## src/rtl/core/ich_pkg.sv

```systemverilog
// Shared types and constants for the Ichimoku indicator stream.
// No dependencies; ich_ring, ich_span and ichimoku_indicator_stream import this package.
`timescale 1ns / 1ps
`default_nettype none

package ich_pkg;

	localparam int PRICE_BITS   = 32;
	localparam int SUM_BITS     = PRICE_BITS + 1;
	localparam int SPAN_A_BITS  = PRICE_BITS + 2;

	localparam int LONG_WINDOW_DEF  = 53;
	localparam int MID_WINDOW_DEF   = 27;
	localparam int SHORT_WINDOW_DEF = 10;

	typedef struct packed {
		logic [31:0] price;
	} price_word_t;

	typedef struct packed {
		logic        ready_res;
		logic [31:0] current_price;
		logic [32:0] conversion_line;
		logic [32:0] base_line;
		logic [33:0] lead_span_a;
		logic [32:0] lead_span_b;
		logic [31:0] lagging_price;
	} result_word_t;

	// sequencer states
	typedef enum logic [1:0] {
		ST_IDLE,
		ST_SCAN,
		ST_WAIT,
		ST_FINISH
	} seq_state_t;

	// tags that travel with each history read
	typedef struct packed {
		logic valid;
		logic first;
		logic at_short;
		logic at_mid;
		logic at_long;
	} scan_tap_t;

endpackage

`default_nettype wire

```

## src/rtl/core/ich_ring.sv

```systemverilog
// History ring: single-port-write, single-port-read memory, registered read.
// Depends on ich_pkg.
`timescale 1ns / 1ps
`default_nettype none

module ich_ring
	import ich_pkg::*;
#(
	parameter int DEPTH = LONG_WINDOW_DEF,
	parameter int AW    = $clog2(DEPTH)
) (
	input  wire logic                  clk,
	input  wire logic                  wr_en,
	input  wire logic [AW-1:0]         wr_addr,
	input  wire logic [PRICE_BITS-1:0] wr_data,
	input  wire logic                  rd_en,
	input  wire logic [AW-1:0]         rd_addr,
	output logic      [PRICE_BITS-1:0] rd_data_q
);

	logic [PRICE_BITS-1:0] mem [DEPTH];

	always_ff @(posedge clk) begin
		if (wr_en) begin
			mem[wr_addr] <= wr_data;
		end
	end

	always_ff @(posedge clk) begin
		if (rd_en) begin
			rd_data_q <= mem[rd_addr];
		end
	end

endmodule

`default_nettype wire

```

## config.mk

```make
export PLATFORM = sky130hd
export DESIGN_NAME = ich_ring
export DESIGN_NICKNAME = d
export VERILOG_FILES = /design/src/rtl/core/ich_pkg.sv /design/src/rtl/core/ich_ring.sv
export SDC_FILE = /design/constraint.sdc
export NUM_CORES = 2
export LEC_CHECK = 0
export ABC_CLOCK_PERIOD_IN_PS = 3600
export BUFFER_PORTS_ARGS = -buffer_cell sky130_fd_sc_hd__clkbuf_2
export CAP_MARGIN = 0
export CORE_MARGIN = 2
export CORE_UTILIZATION = 60
export DETAILED_ROUTE_END_ITERATION = 8
export GPL_TIMING_DRIVEN = 0
export PLACE_DENSITY = 0.73
export SYNTH_ARGS = -nofsm -noshare
export SYNTH_HDL_FRONTEND = slang
export SYNTH_SLANG_ARGS = --single-unit
```

## constraint.sdc

```tcl
create_clock -name clk -period 3.6 [get_ports clk]
set_clock_uncertainty 0.05 [all_clocks]
set_input_delay 0 -clock clk [delete_from_list [all_inputs] [get_ports clk]]
set_output_delay 0 -clock clk [all_outputs]
set_load 0.005 [all_outputs]
```

== After elaboration in Yosys (flattened, before gate mapping) ==
Memory sizes are Yosys's and may differ from the RTL's. A register that Yosys moved wholly into a read port is not among the register bits.
Index checks and enable logic that the tools add are counted.
W data, S select, Z words.
Operators by class
  mux-type cells: 2
Operators by type and width (count)
  $mux W1: 2
Word-level totals
  input bits: 47
  memory bits (writable): 1696
  register bits after elaboration: 0
  memories: 1
Memory list
  mem: words 53, width 32, read ports 1, clocked after memory_dff 1, wr ports 1, RTL line ich_ring.sv:21  | logic [PRICE_BITS-1:0] mem [DEPTH];

== Logic depth before layout (Yosys ltp) ==
  depth in word-level cells: 2
  depth in mapped cells: 8

== Worst setup path after synthesis ==
OpenSTA, ideal clock, no wires.
  path kind: input-to-reg
  start point: in wr_addr[4]
  end point: mem mem[34][0] (enable)
  arrival: 2.690 ns
  path slack: 0.399 ns
  buffers on the path: 0
  cell stages on the path: 3
  cells stage by stage: nor4bb_1 -> nand2_1 -> nor3_1
RTL lines
  from (decl): RTL line ich_ring.sv:14  | input wire logic [AW-1:0] wr_addr,
  to (decl): RTL line ich_ring.sv:21
No word-level cell before the write port.

==> metrics.cfg <==
[run_status]
status=complete, but fails checks
violations=capacitance limit, slew limit

[routing]
drt_iter0_drc=4811
antenna_left=0
maxUsedRoutingLayer=met5
dr.pass1.iters=6
wl_met3_mm=21.8
routedWlPerCell_um=36.1
drc=0
via_per_inst=6.91
via_count=32300
wirelength_mm=169
route.met2.wl_mm=78.9
wl_met1_mm=61.3

[power_and_ir_drop]
leakage_uw=0.0238
irDropWorstVdd_mv=0.463
cellPowerDensity_nw_per_um2=552

[floorplan]
die-height_um=335
die_area_sq_um=112000
num_rows=121
initial_core_util_pct=60.5
core_sq_um=109000
pin_count=79
die_w_um=335

[yosys]
yosysSeqAreaShare_pct=78.8
synth_nets=2851
synthTopCellsByArea=edfxtp_1, mux4_2, mux2i_1, buf_2, nand2_1
synth_flop_cell=edfxtp_1
ys_warn_count=0
synth_cell_types=26
async_flop_share_pct=0
synth_edf_count=1728
syn_inst=2804
netlist.area_leader.share_pct=78.8
syn-cell-area_sq_um=65800
ys_ff_latch=1728
syn_avg_cell_area_sq_um=23.5
synth_top_cell_by_area=edfxtp_1
post-synth-top-count-cell=edfxtp_1
ys_top_cells_by_count=edfxtp_1, mux4_2, mux2i_1

[critical_path]
max_stage_delay_ns=1.04
critPathSlowestCell=a221oi_1
path_common_cell=buf_2
crit_chain=buf_2, buf_2, clkbuf_1, buf_2, mux2i_1, a221oi_1, a32o_1
worst_setup_path_start_kind=input pin
crit_arrival_ns=3.64
crit_type=input pin to flop
crit_fanout=10
endpoint_kind=flop
required_ns=4.15

[sta]
final-hold-violation-count=0
min_period_ns=3.09
slew_headroom_pct=-0.958
fmax_ghz=0.323
worst_slew_pin_slew_ns=1.51
drv_slew=54
finalSetupViolCount=0
setup_ws_ns=0.506
finalCritPeriodShare_pct=85.9
rsz0062_at_grt=false

[min_path]
hp-class=input pin to flop

[grt]
first_global_vias=31900
track_usage_pct=30.6
gr-total-overflow=0
grt_max_degree=54
grt_pass1_wl_mm=236
antenna_found_initial=17

[finish]
design_area_sq_um=75200
drive_above_1_share_pct=28.6
utilization_pct=69.1
final_nets=3175
nFillCells=6247
synthToLayoutAreaGrowth_pct=14.3

[placed_design]
place_hpwl_mm=105
gp_congestion=0.953
placed_area_sq_um=69600
dp_slack_ns=-0.159
port_buffers=71

[cts]
cts_root_buffer=clkbuf_16
clk_latency_ns=0.79
cts_num_sinks=1728
clockBufferDepth=3
h-tree-depth=4
post_cts_resized=0
cts_tree=built
cts_buffers=165
clkTransAtPathRegs_ns=0.06
cts_setup_buffers=0

[run]
maxCapViolCount=1

what timing repair did:
action | 4_1_cts | 5_1_grt
endpoints found under the hold margin | 74 | 592
hold buffers | 6 | 12
setup endpoints to repair | 0 | 0
registers in the layout (all words and copies together), names as in the netlist:
register	flops
rd_data_q	32
mem	1696
report_power, final:
| part | switching, uW | total (uW) | internal (uW) | leakage (uW) |
|---|---|---|---|---|
| clock network | 7380 | 16900 | 9490 | 0.00254 |
| registers | 43.5 | 22400 | 22300 | 0.0156 |
| logic | 1520 | 2290 | 767 | 0.00570 |
| total | 8950 | 41500 | 32600 | 0.0238 |
area by class of cell:
| cell class | instances | area [sq um] | area share (%) |
|---|---|---|---|
| clock inverters | 101 | 983 | 1.31 |
| repair buffers | 157 | 1990 | 2.65 |
| multi-input cells | 918 | 13500 | 18.0 |
| clock buffers | 199 | 4260 | 5.66 |
| diodes | 5 | 12.5 | 0.0166 |
| flip-flops and latches | 1728 | 51900 | 69.0 |
| well taps | 1414 | 1770 | 2.35 |
| plain buffers | 158 | 774 | 1.03 |
worst max-delay path, delay by kind of cell:
kind	cells	cell delay, ns
AOI/OAI and AO/OA	2	1.42
buffers and inverters	4	1.95
muxes	1	0.25
cell families after synthesis:
family / share of synthesized area [%]
DFF: 78.8
buffers and inverters: 1.18
AOI/OAI and AO/OA: 1.76
muxes: 17.0
and+or+nand+nor: 1.18
layout by cell type (no fill, tap or decap), drive strengths merged, types with 11 or more instances in the layout:
cell	n
inv	11
dlygate4sd3	18
a22oi	40
buf	183
edfxtp	1728
clkinv	68
nor2	55
mux4	416
clkbuf	313
nand3	12
bufinv	14
o2111ai	24
a32o	24
a221oi	32
mux2i	184
nand2	86
per-stage QoR:
step / TNS [ns] / hold slack [ns] / instances / total power (uW)
final: 0 / 0.0304 / 4680 / 41500
after global routing: 0 / 0.0445 / 4675 / 42500
after CTS: 0 / 0.0123 / 4652 / 41600
after detailed placement: -0.724 / 0.351 / 4346 / 25000
after global placement: -506.57 / 0.355 / 4289 / 24900
after floorplan: 0 / 0.0489 / 2804 / 23900
path summary, 6_finish.rpt:
path                         to   startpoint  slack, ns  depth (start not counted)
setup / recovery  rd_data_q[26]   rd_addr[2]       0.51                          7
hold / removal      mem[18][16]  wr_data[16]       0.03                          1
setup reg to reg  rd_data_q[16]  mem[40][16]       1.16                          4
hold reg to reg    rd_data_q[7]   mem[52][7]       0.69                          3
metal layers:
layer  GRT usage (%)  up-vias
met1            42.9    17000
met2            46.4     2261
met3            9.08      373
li1                -    12700
met4            11.7       14
met5               0        -
Note: power is estimated with default switching activity, not from simulation.
