File: src/rtl/core/ich_pkg.sv
// Shared types and constants for the Ichimoku indicator stream.
// No dependencies; ich_ring, ich_span and ichimoku_indicator_stream import this package.
`timescale 1ns / 1ps
`default_nettype none

package ich_pkg;

	localparam int PRICE_BITS   = 32;
	localparam int SUM_BITS     = PRICE_BITS + 1;
	localparam int SPAN_A_BITS  = PRICE_BITS + 2;

	localparam int LONG_WINDOW_DEF  = 53;
	localparam int MID_WINDOW_DEF   = 27;
	localparam int SHORT_WINDOW_DEF = 10;

	typedef struct packed {
		logic [31:0] price;
	} price_word_t;

	typedef struct packed {
		logic        ready_res;
		logic [31:0] current_price;
		logic [32:0] conversion_line;
		logic [32:0] base_line;
		logic [33:0] lead_span_a;
		logic [32:0] lead_span_b;
		logic [31:0] lagging_price;
	} result_word_t;

	// sequencer states
	typedef enum logic [1:0] {
		ST_IDLE,
		ST_SCAN,
		ST_WAIT,
		ST_FINISH
	} seq_state_t;

	// tags that travel with each history read
	typedef struct packed {
		logic valid;
		logic first;
		logic at_short;
		logic at_mid;
		logic at_long;
	} scan_tap_t;

endpackage

`default_nettype wire

File: src/rtl/core/ich_span.sv
// Running max/min over the scanned history, with max+min snapshots at the
// short, mid and long window lengths, plus the lagging sample.
// Depends on ich_pkg.
`timescale 1ns / 1ps
`default_nettype none

module ich_span
	import ich_pkg::*;
(
	input  wire logic                  clk,
	input  wire logic [PRICE_BITS-1:0] rd_data,
	input  wire scan_tap_t             tap,
	output logic      [SUM_BITS-1:0]   conv_q,
	output logic      [SUM_BITS-1:0]   base_q,
	output logic      [SUM_BITS-1:0]   spanb_q,
	output logic      [PRICE_BITS-1:0] lag_q
);

	logic [PRICE_BITS-1:0] hi_q, lo_q;
	logic [PRICE_BITS-1:0] hi_nx, lo_nx;
	logic [SUM_BITS-1:0]   sum_nx;

	always_comb begin
		if (tap.first) begin
			hi_nx = rd_data;
			lo_nx = rd_data;
		end else begin
			hi_nx = (rd_data > hi_q) ? rd_data : hi_q;
			lo_nx = (rd_data < lo_q) ? rd_data : lo_q;
		end
		sum_nx = {1'b0, hi_nx} + {1'b0, lo_nx};
	end

	always_ff @(posedge clk) begin
		if (tap.valid) begin
			hi_q <= hi_nx;
			lo_q <= lo_nx;
			if (tap.at_short) begin
				conv_q <= sum_nx;
			end
			if (tap.at_mid) begin
				base_q <= sum_nx;
				lag_q  <= rd_data;
			end
			if (tap.at_long) begin
				spanb_q <= sum_nx;
			end
		end
	end

endmodule

`default_nettype wire

File: config.mk
export PLATFORM = sky130hd
export DESIGN_NAME = ich_span
export DESIGN_NICKNAME = d
export VERILOG_FILES = /design/src/rtl/core/ich_pkg.sv /design/src/rtl/core/ich_span.sv
export SDC_FILE = /design/constraint.sdc
export NUM_CORES = 1
export LEC_CHECK = 0
export BUFFER_PORTS_ARGS = -buffer_cell sky130_fd_sc_hd__buf_4
export CAP_MARGIN = 30
export CORE_ASPECT_RATIO = 0.6
export CORE_MARGIN = 1.5
export CORE_UTILIZATION = 50
export DETAILED_ROUTE_END_ITERATION = 8
export GPL_ROUTABILITY_DRIVEN = 0
export GPL_TIMING_DRIVEN = 0
export PLACE_DENSITY = 0.75
export SYNTH_ARGS = -nofsm -noshare
export SYNTH_HDL_FRONTEND = slang
export SYNTH_SLANG_ARGS = --single-unit
File: constraint.sdc
create_clock -name clk -period 8.6 [get_ports clk]
set_input_delay 1.29 -clock clk [delete_from_list [all_inputs] [get_ports clk]]
set_output_delay 1.29 -clock clk [all_outputs]
set_load 0.01 [all_outputs]
Word-level counts from Yosys, hierarchy flattened
Cells that the tools add are included.
{"block": "totals", "reg_bits": 195, "inputBits": 38, "output_inout_bits": 131, "word_cells": 16}
{"block": "classes", "add_sub_neg": 1, "order_cmp": 2, "n_mux": 4, "reduce_logical": 3}
{"op": "$mux W32", "n": 4}
{"op": "$add A32 B32 Y33", "n": 1}
{"op": "$gt A32 B32 Y1", "n": 1}
{"op": "$lt A32 B32 Y1", "n": 1}
{"op": "$reduce_and A2 Y1", "n": 3}

Depth between registers and ports, before layout
{"block": "logic_depth", "ltp_word": 4, "ltp_mapped": 23, "mapped_depth_nobuf": 22}

Worst setup path after synthesis
Ideal clock, no wire load.
{"block": "synth_timing", "kind": "input to register", "start": "input port rd_data[14]", "end": "register base_q[25] (data pin)", "setup_ns": 0.268, "t_arrival_ns": 6.301, "required_time_ns": 8.332, "path_slack_ns": 2.032, "cell_stages": 19, "n_path_buf": 1, "path_cell_list": "ha_1 -> nand4_1 -> or4_1 -> or4_4 -> o21ai_4 -> clkbuf_1 -> mux2i_1 -> inv_1 -> ha_1 -> a21o_1 -> a21oi_1 -> o21bai_1 -> a2111oi_2 -> o31ai_1 -> a311o_1 -> a221oi_1 -> maj3_2 -> o21ai_0 -> xnor2_1"}
{"block": "synth_via", "elab_chain_len": 4}
{"element": "start, declared", "line": "ich_span.sv:11", "text": "input wire logic [PRICE_BITS-1:0] rd_data,"}
{"element": "$gt A32 B32 Y1", "line": "ich_span.sv:28", "text": "hi_nx = (rd_data > hi_q) ? rd_data : hi_q;"}
{"element": "$mux W32", "line": "ich_span.sv:28"}
{"element": "$mux W32", "line": "ich_span.sv:24", "text": "if (tap.first) begin"}
{"element": "named net hi_nx[1]", "line": "ich_span.sv:20", "text": "logic [PRICE_BITS-1:0] hi_nx, lo_nx;"}
{"element": "$add A32 B32 Y33", "line": "ich_span.sv:31", "text": "sum_nx = {1'b0, hi_nx} + {1'b0, lo_nx};"}
{"element": "named net sum_nx[25]", "line": "ich_span.sv:21", "text": "logic [SUM_BITS-1:0] sum_nx;"}
{"element": "end signal, assigned", "line": "ich_span.sv:42", "text": "base_q <= sum_nx;"}
{"element": "end, declared", "line": "ich_span.sv:14", "text": "output logic [SUM_BITS-1:0] base_q,"}
The timed path passes the listed nets, and every way through them passes these cells.
A chain may end at the register's enable or synchronous reset.

Final worst setup path
{"block": "layout_timing", "start": "input port rd_data[30]", "end": "register spanb_q[25] (data pin)"}
{"block": "layout_via", "elab_chain_len": 4}
{"element": "$gt A32 B32 Y1", "line": "ich_span.sv:28"}
{"element": "$mux W32", "line": "ich_span.sv:28"}
{"element": "$mux W32", "line": "ich_span.sv:24"}
{"element": "named net hi_nx[1]", "line": "ich_span.sv:20"}
{"element": "$add A32 B32 Y33", "line": "ich_span.sv:31"}
{"element": "named net sum_nx[25]", "line": "ich_span.sv:21"}
{"element": "end signal, assigned", "line": "ich_span.sv:46", "text": "spanb_q <= sum_nx;"}
{"element": "end, declared", "line": "ich_span.sv:15", "text": "output logic [SUM_BITS-1:0] spanb_q,"}
The timed path passes the listed nets, and every way through them passes these cells.

==> impl_metrics.toml <==
[outcome]
status = "finished, final reports clean"

[placed_design]
dpl.hpwl_mm = 16.2
dp.cells = 1183
port_buffers = 168

[finish]
post-route-util = 0.628
drive_gt1_frac = 0.255
synthToLayoutAreaGrowth_pct = 22.5
final_common_cell = "edfxtp_1"
fill_cells = 1476
diodes = 0
final_cells = 1215
nets = 1069
mostFrequentLayoutCells = "195 x edfxtp_1, 168 x buf_4, 94 x ha_1"
multiInputGateArea_um2 = 3600
ff_latch_area_um2 = 5860

[synth]
synth_top_family_by_area = "adder cells"
yosysSeqAreaShare = 0.599
syn_area_um2 = 9780
avgSynthCellArea_um2 = 13.1
yosysUniqueCellTypes = 59
synth_compound_area_frac = 0.108
synth-seq-cells = 195
yosys.area_share.adder = 0.124
synth_cells = 747
synth_nets = 880
muxShareOfSynthArea = 0.0385
yosys.area_share.simple = 0.0725
async_reset_ff_frac = 0
ys_warn_count = 0
synth_enable_flop_cells = 195
synthFlopType = "edfxtp_1"
synth_xor_area_frac = 0.0242

[die]
chipWidth_um = 184
die_h_um = 111
die-area_um2 = 20400
rows = 39
ios = 169
start_util = 0.513
core_area_um2 = 19100

[timing]
tns_ns = 0
tightest_slew_ns = 0.941
finalHoldWorstSlack_ns = 0.607
layout_min_cycle_time_ns = 7.87
setup-violations-final = 0
rsz0062_at_grt = "no"
finalHoldViolations = 0
relSlewSlack = 0.373
clock-skew-final_ns = 0.0101
min_period_over_period = 0.915
final_max_slew_viol_count = 0
fmax_ghz = 0.127

[routing]
postRouteWirelength_mm = 22.1
routed_via_density = 5.50
dr_total_vias = 6677
ant_nets = 0
first_pass_iters = 5
route.detailed.drc = 0
drtIter0Drc = 511
wl_per_cell_um = 18.2

[power]
power_density_nw_per_um2 = 231
peakVddDrop_v = 0.000161
power_leakage_uw = 0.00504

[clock_tree]
cts_buffer_depth = 2
ctsHoldBuffers = 0
tritoncts = "yes"
path_clk_slew_ns = 0.07
root_buffer = "clkbuf_16"
cts_resized = 0
cts_buffers = 17
clk_latency_ns = 0.45
ctsHtreeMaxLevel = 4
clock_sinks = 195
postCtsSetupRepairBufs = 0

[global_routing]
antenna_found_initial = 0
grt_pass1_vias = 6355
track_usage = 0.226
grt_overflow = 0
grt_first_pass_wirelength_mm = 35.0
top_usage_layer = "met1"
gr-usage-met1 = 0.366
gr-usage-met2 = 0.294
use_met3 = 0.0553
grt_max_degree = 68

[critical_path]
startpoint = "rd_data[30]"
r2r_setup_slack_ns = 1.34
worstPathArrival_ns = 8.06
start_kind = "input pin"
worstRegToRegCells = 20
crit_type = "in -> reg"
r2r_end = "spanb_q[25]$_DFFE_PP_"
cp-end-kind = "flop"
r2r_start = "hi_q[14]$_DFFE_PP_"
critPathMaxFanout = 10
crit_end = "spanb_q[25]$_DFFE_PP_"
required_ns = 8.79

[flow_run]
drv_cap = 0

[hold_path]
hold_path_depth = 1
hold_class = "reg -> reg"
## final cells by class
| class | instances | share of cell area |
|---|---|---|
| clock buffers | 19 | 0.0361 |
| repair buffers | 170 | 0.110 |
| clock inverters | 13 | 0.00971 |
| well taps | 266 | 0.0278 |
| multi-input cells | 465 | 0.301 |
| flip-flops and latches | 195 | 0.489 |
| inverters | 73 | 0.0229 |
| plain buffers | 14 | 0.00438 |
## per-stage QoR
step                      area (µm²)  setup slack, ns  total power [µW]
after floorplan                 9780             2.03              1740
after global placement         11400            0.383              2000
after detailed placement       11400            0.355              2020
after CTS                      12000            0.806              2780
after global routing           12000            0.316              2910
final                          12000            0.730              2770
## per-layer routing
layer | routed length, µm | part of all wire
met4 | 290 | 0.013
met1 | 11500 | 0.52
met2 | 8550 | 0.39
met3 | 1700 | 0.077
met5 | 0 | 0
## kinds of logic after synthesis
group                    Yosys count
AND/OR/NAND/NOR                  141
adder cells (fa/ha/maj)           97
multiplexers                      34
buffers and inverters             87
XOR/XNOR                          27
flip-flops                       195
AO/OA/AOI/OAI                    166
## worst min path at each step
stage	endpoint	slack, ns	from
floorplan	lo_q[0]$_DFFE_PP_	0.56	lo_q[0]$_DFFE_PP_
global placement	hi_q[7]$_DFFE_PP_	0.59	hi_q[7]$_DFFE_PP_
detailed placement	hi_q[18]$_DFFE_PP_	0.59	hi_q[18]$_DFFE_PP_
CTS	hi_q[18]$_DFFE_PP_	0.61	hi_q[18]$_DFFE_PP_
global route	hi_q[26]$_DFFE_PP_	0.63	hi_q[26]$_DFFE_PP_
finish	hi_q[18]$_DFFE_PP_	0.61	hi_q[18]$_DFFE_PP_
## critical path, cell delays in order
cell       delay (ns)
buf_4            0.14
ha_1             0.32
nand4_1          0.18
nor4_2           0.38
nand4_1          0.21
or4_4            0.57
o21ai_4          0.16
clkbuf_1         0.62
mux2i_1          0.41
inv_1            0.11
ha_1             0.30
a21o_1           0.18
a21oi_1          0.25
o21bai_1         0.14
a2111oi_2        0.57
o31ai_1          0.30
a311o_1          0.42
a221oi_1         0.76
maj3_2           0.47
o21ai_0          0.12
xnor2_1          0.16
## flip-flops by register name (all words and copies together) (netlist names)
name and flops:
base_q 33, conv_q 33, spanb_q 33, hi_q 32, lag_q 32, lo_q 32
## cell usage after synthesis (all sizes together) (2+ instances only)
cell type | instances | area share
edfxtp | 195 | 0.60
mux2i | 5 | 0.0051
a211o | 2 | 0.0018
a2111oi | 3 | 0.0040
nand3b | 3 | 0.0023
xnor2 | 18 | 0.016
and4 | 6 | 0.0054
ha | 94 | 0.12
mux2 | 29 | 0.033
nand3 | 9 | 0.0046
and2 | 5 | 0.0032
nand4b | 2 | 0.0018
nand2 | 60 | 0.023
nand2b | 7 | 0.0045
a221o | 2 | 0.0020
a211oi | 2 | 0.0015
a221oi | 4 | 0.0036
o21bai | 3 | 0.0023
nand4 | 12 | 0.0077
a21o | 25 | 0.019
nor2b | 5 | 0.0032
o211ai | 2 | 0.0015
nor2 | 20 | 0.0077
nor3b | 2 | 0.0015
nor4 | 2 | 0.0019
xor2 | 9 | 0.0081
clkbuf | 13 | 0.0050
inv | 73 | 0.028
a21oi | 50 | 0.026
nor3 | 2 | 0.0010
maj3 | 2 | 0.0022
o21a | 5 | 0.0038
o31a | 2 | 0.0018
o21ai | 51 | 0.027
or4 | 4 | 0.0035
o31ai | 3 | 0.0023
## report_power, final
| part | leakage, µW | internal (µW) | switching [µW] | total, µW |
|---|---|---|---|---|
| clock | 0.000264 | 381 | 372 | 753 |
| combinational | 0.00291 | 309 | 428 | 738 |
| sequential | 0.00186 | 1240 | 32.9 | 1270 |
| total | 0.00504 | 1930 | 834 | 2770 |
(Power assumes the default switching activity.)
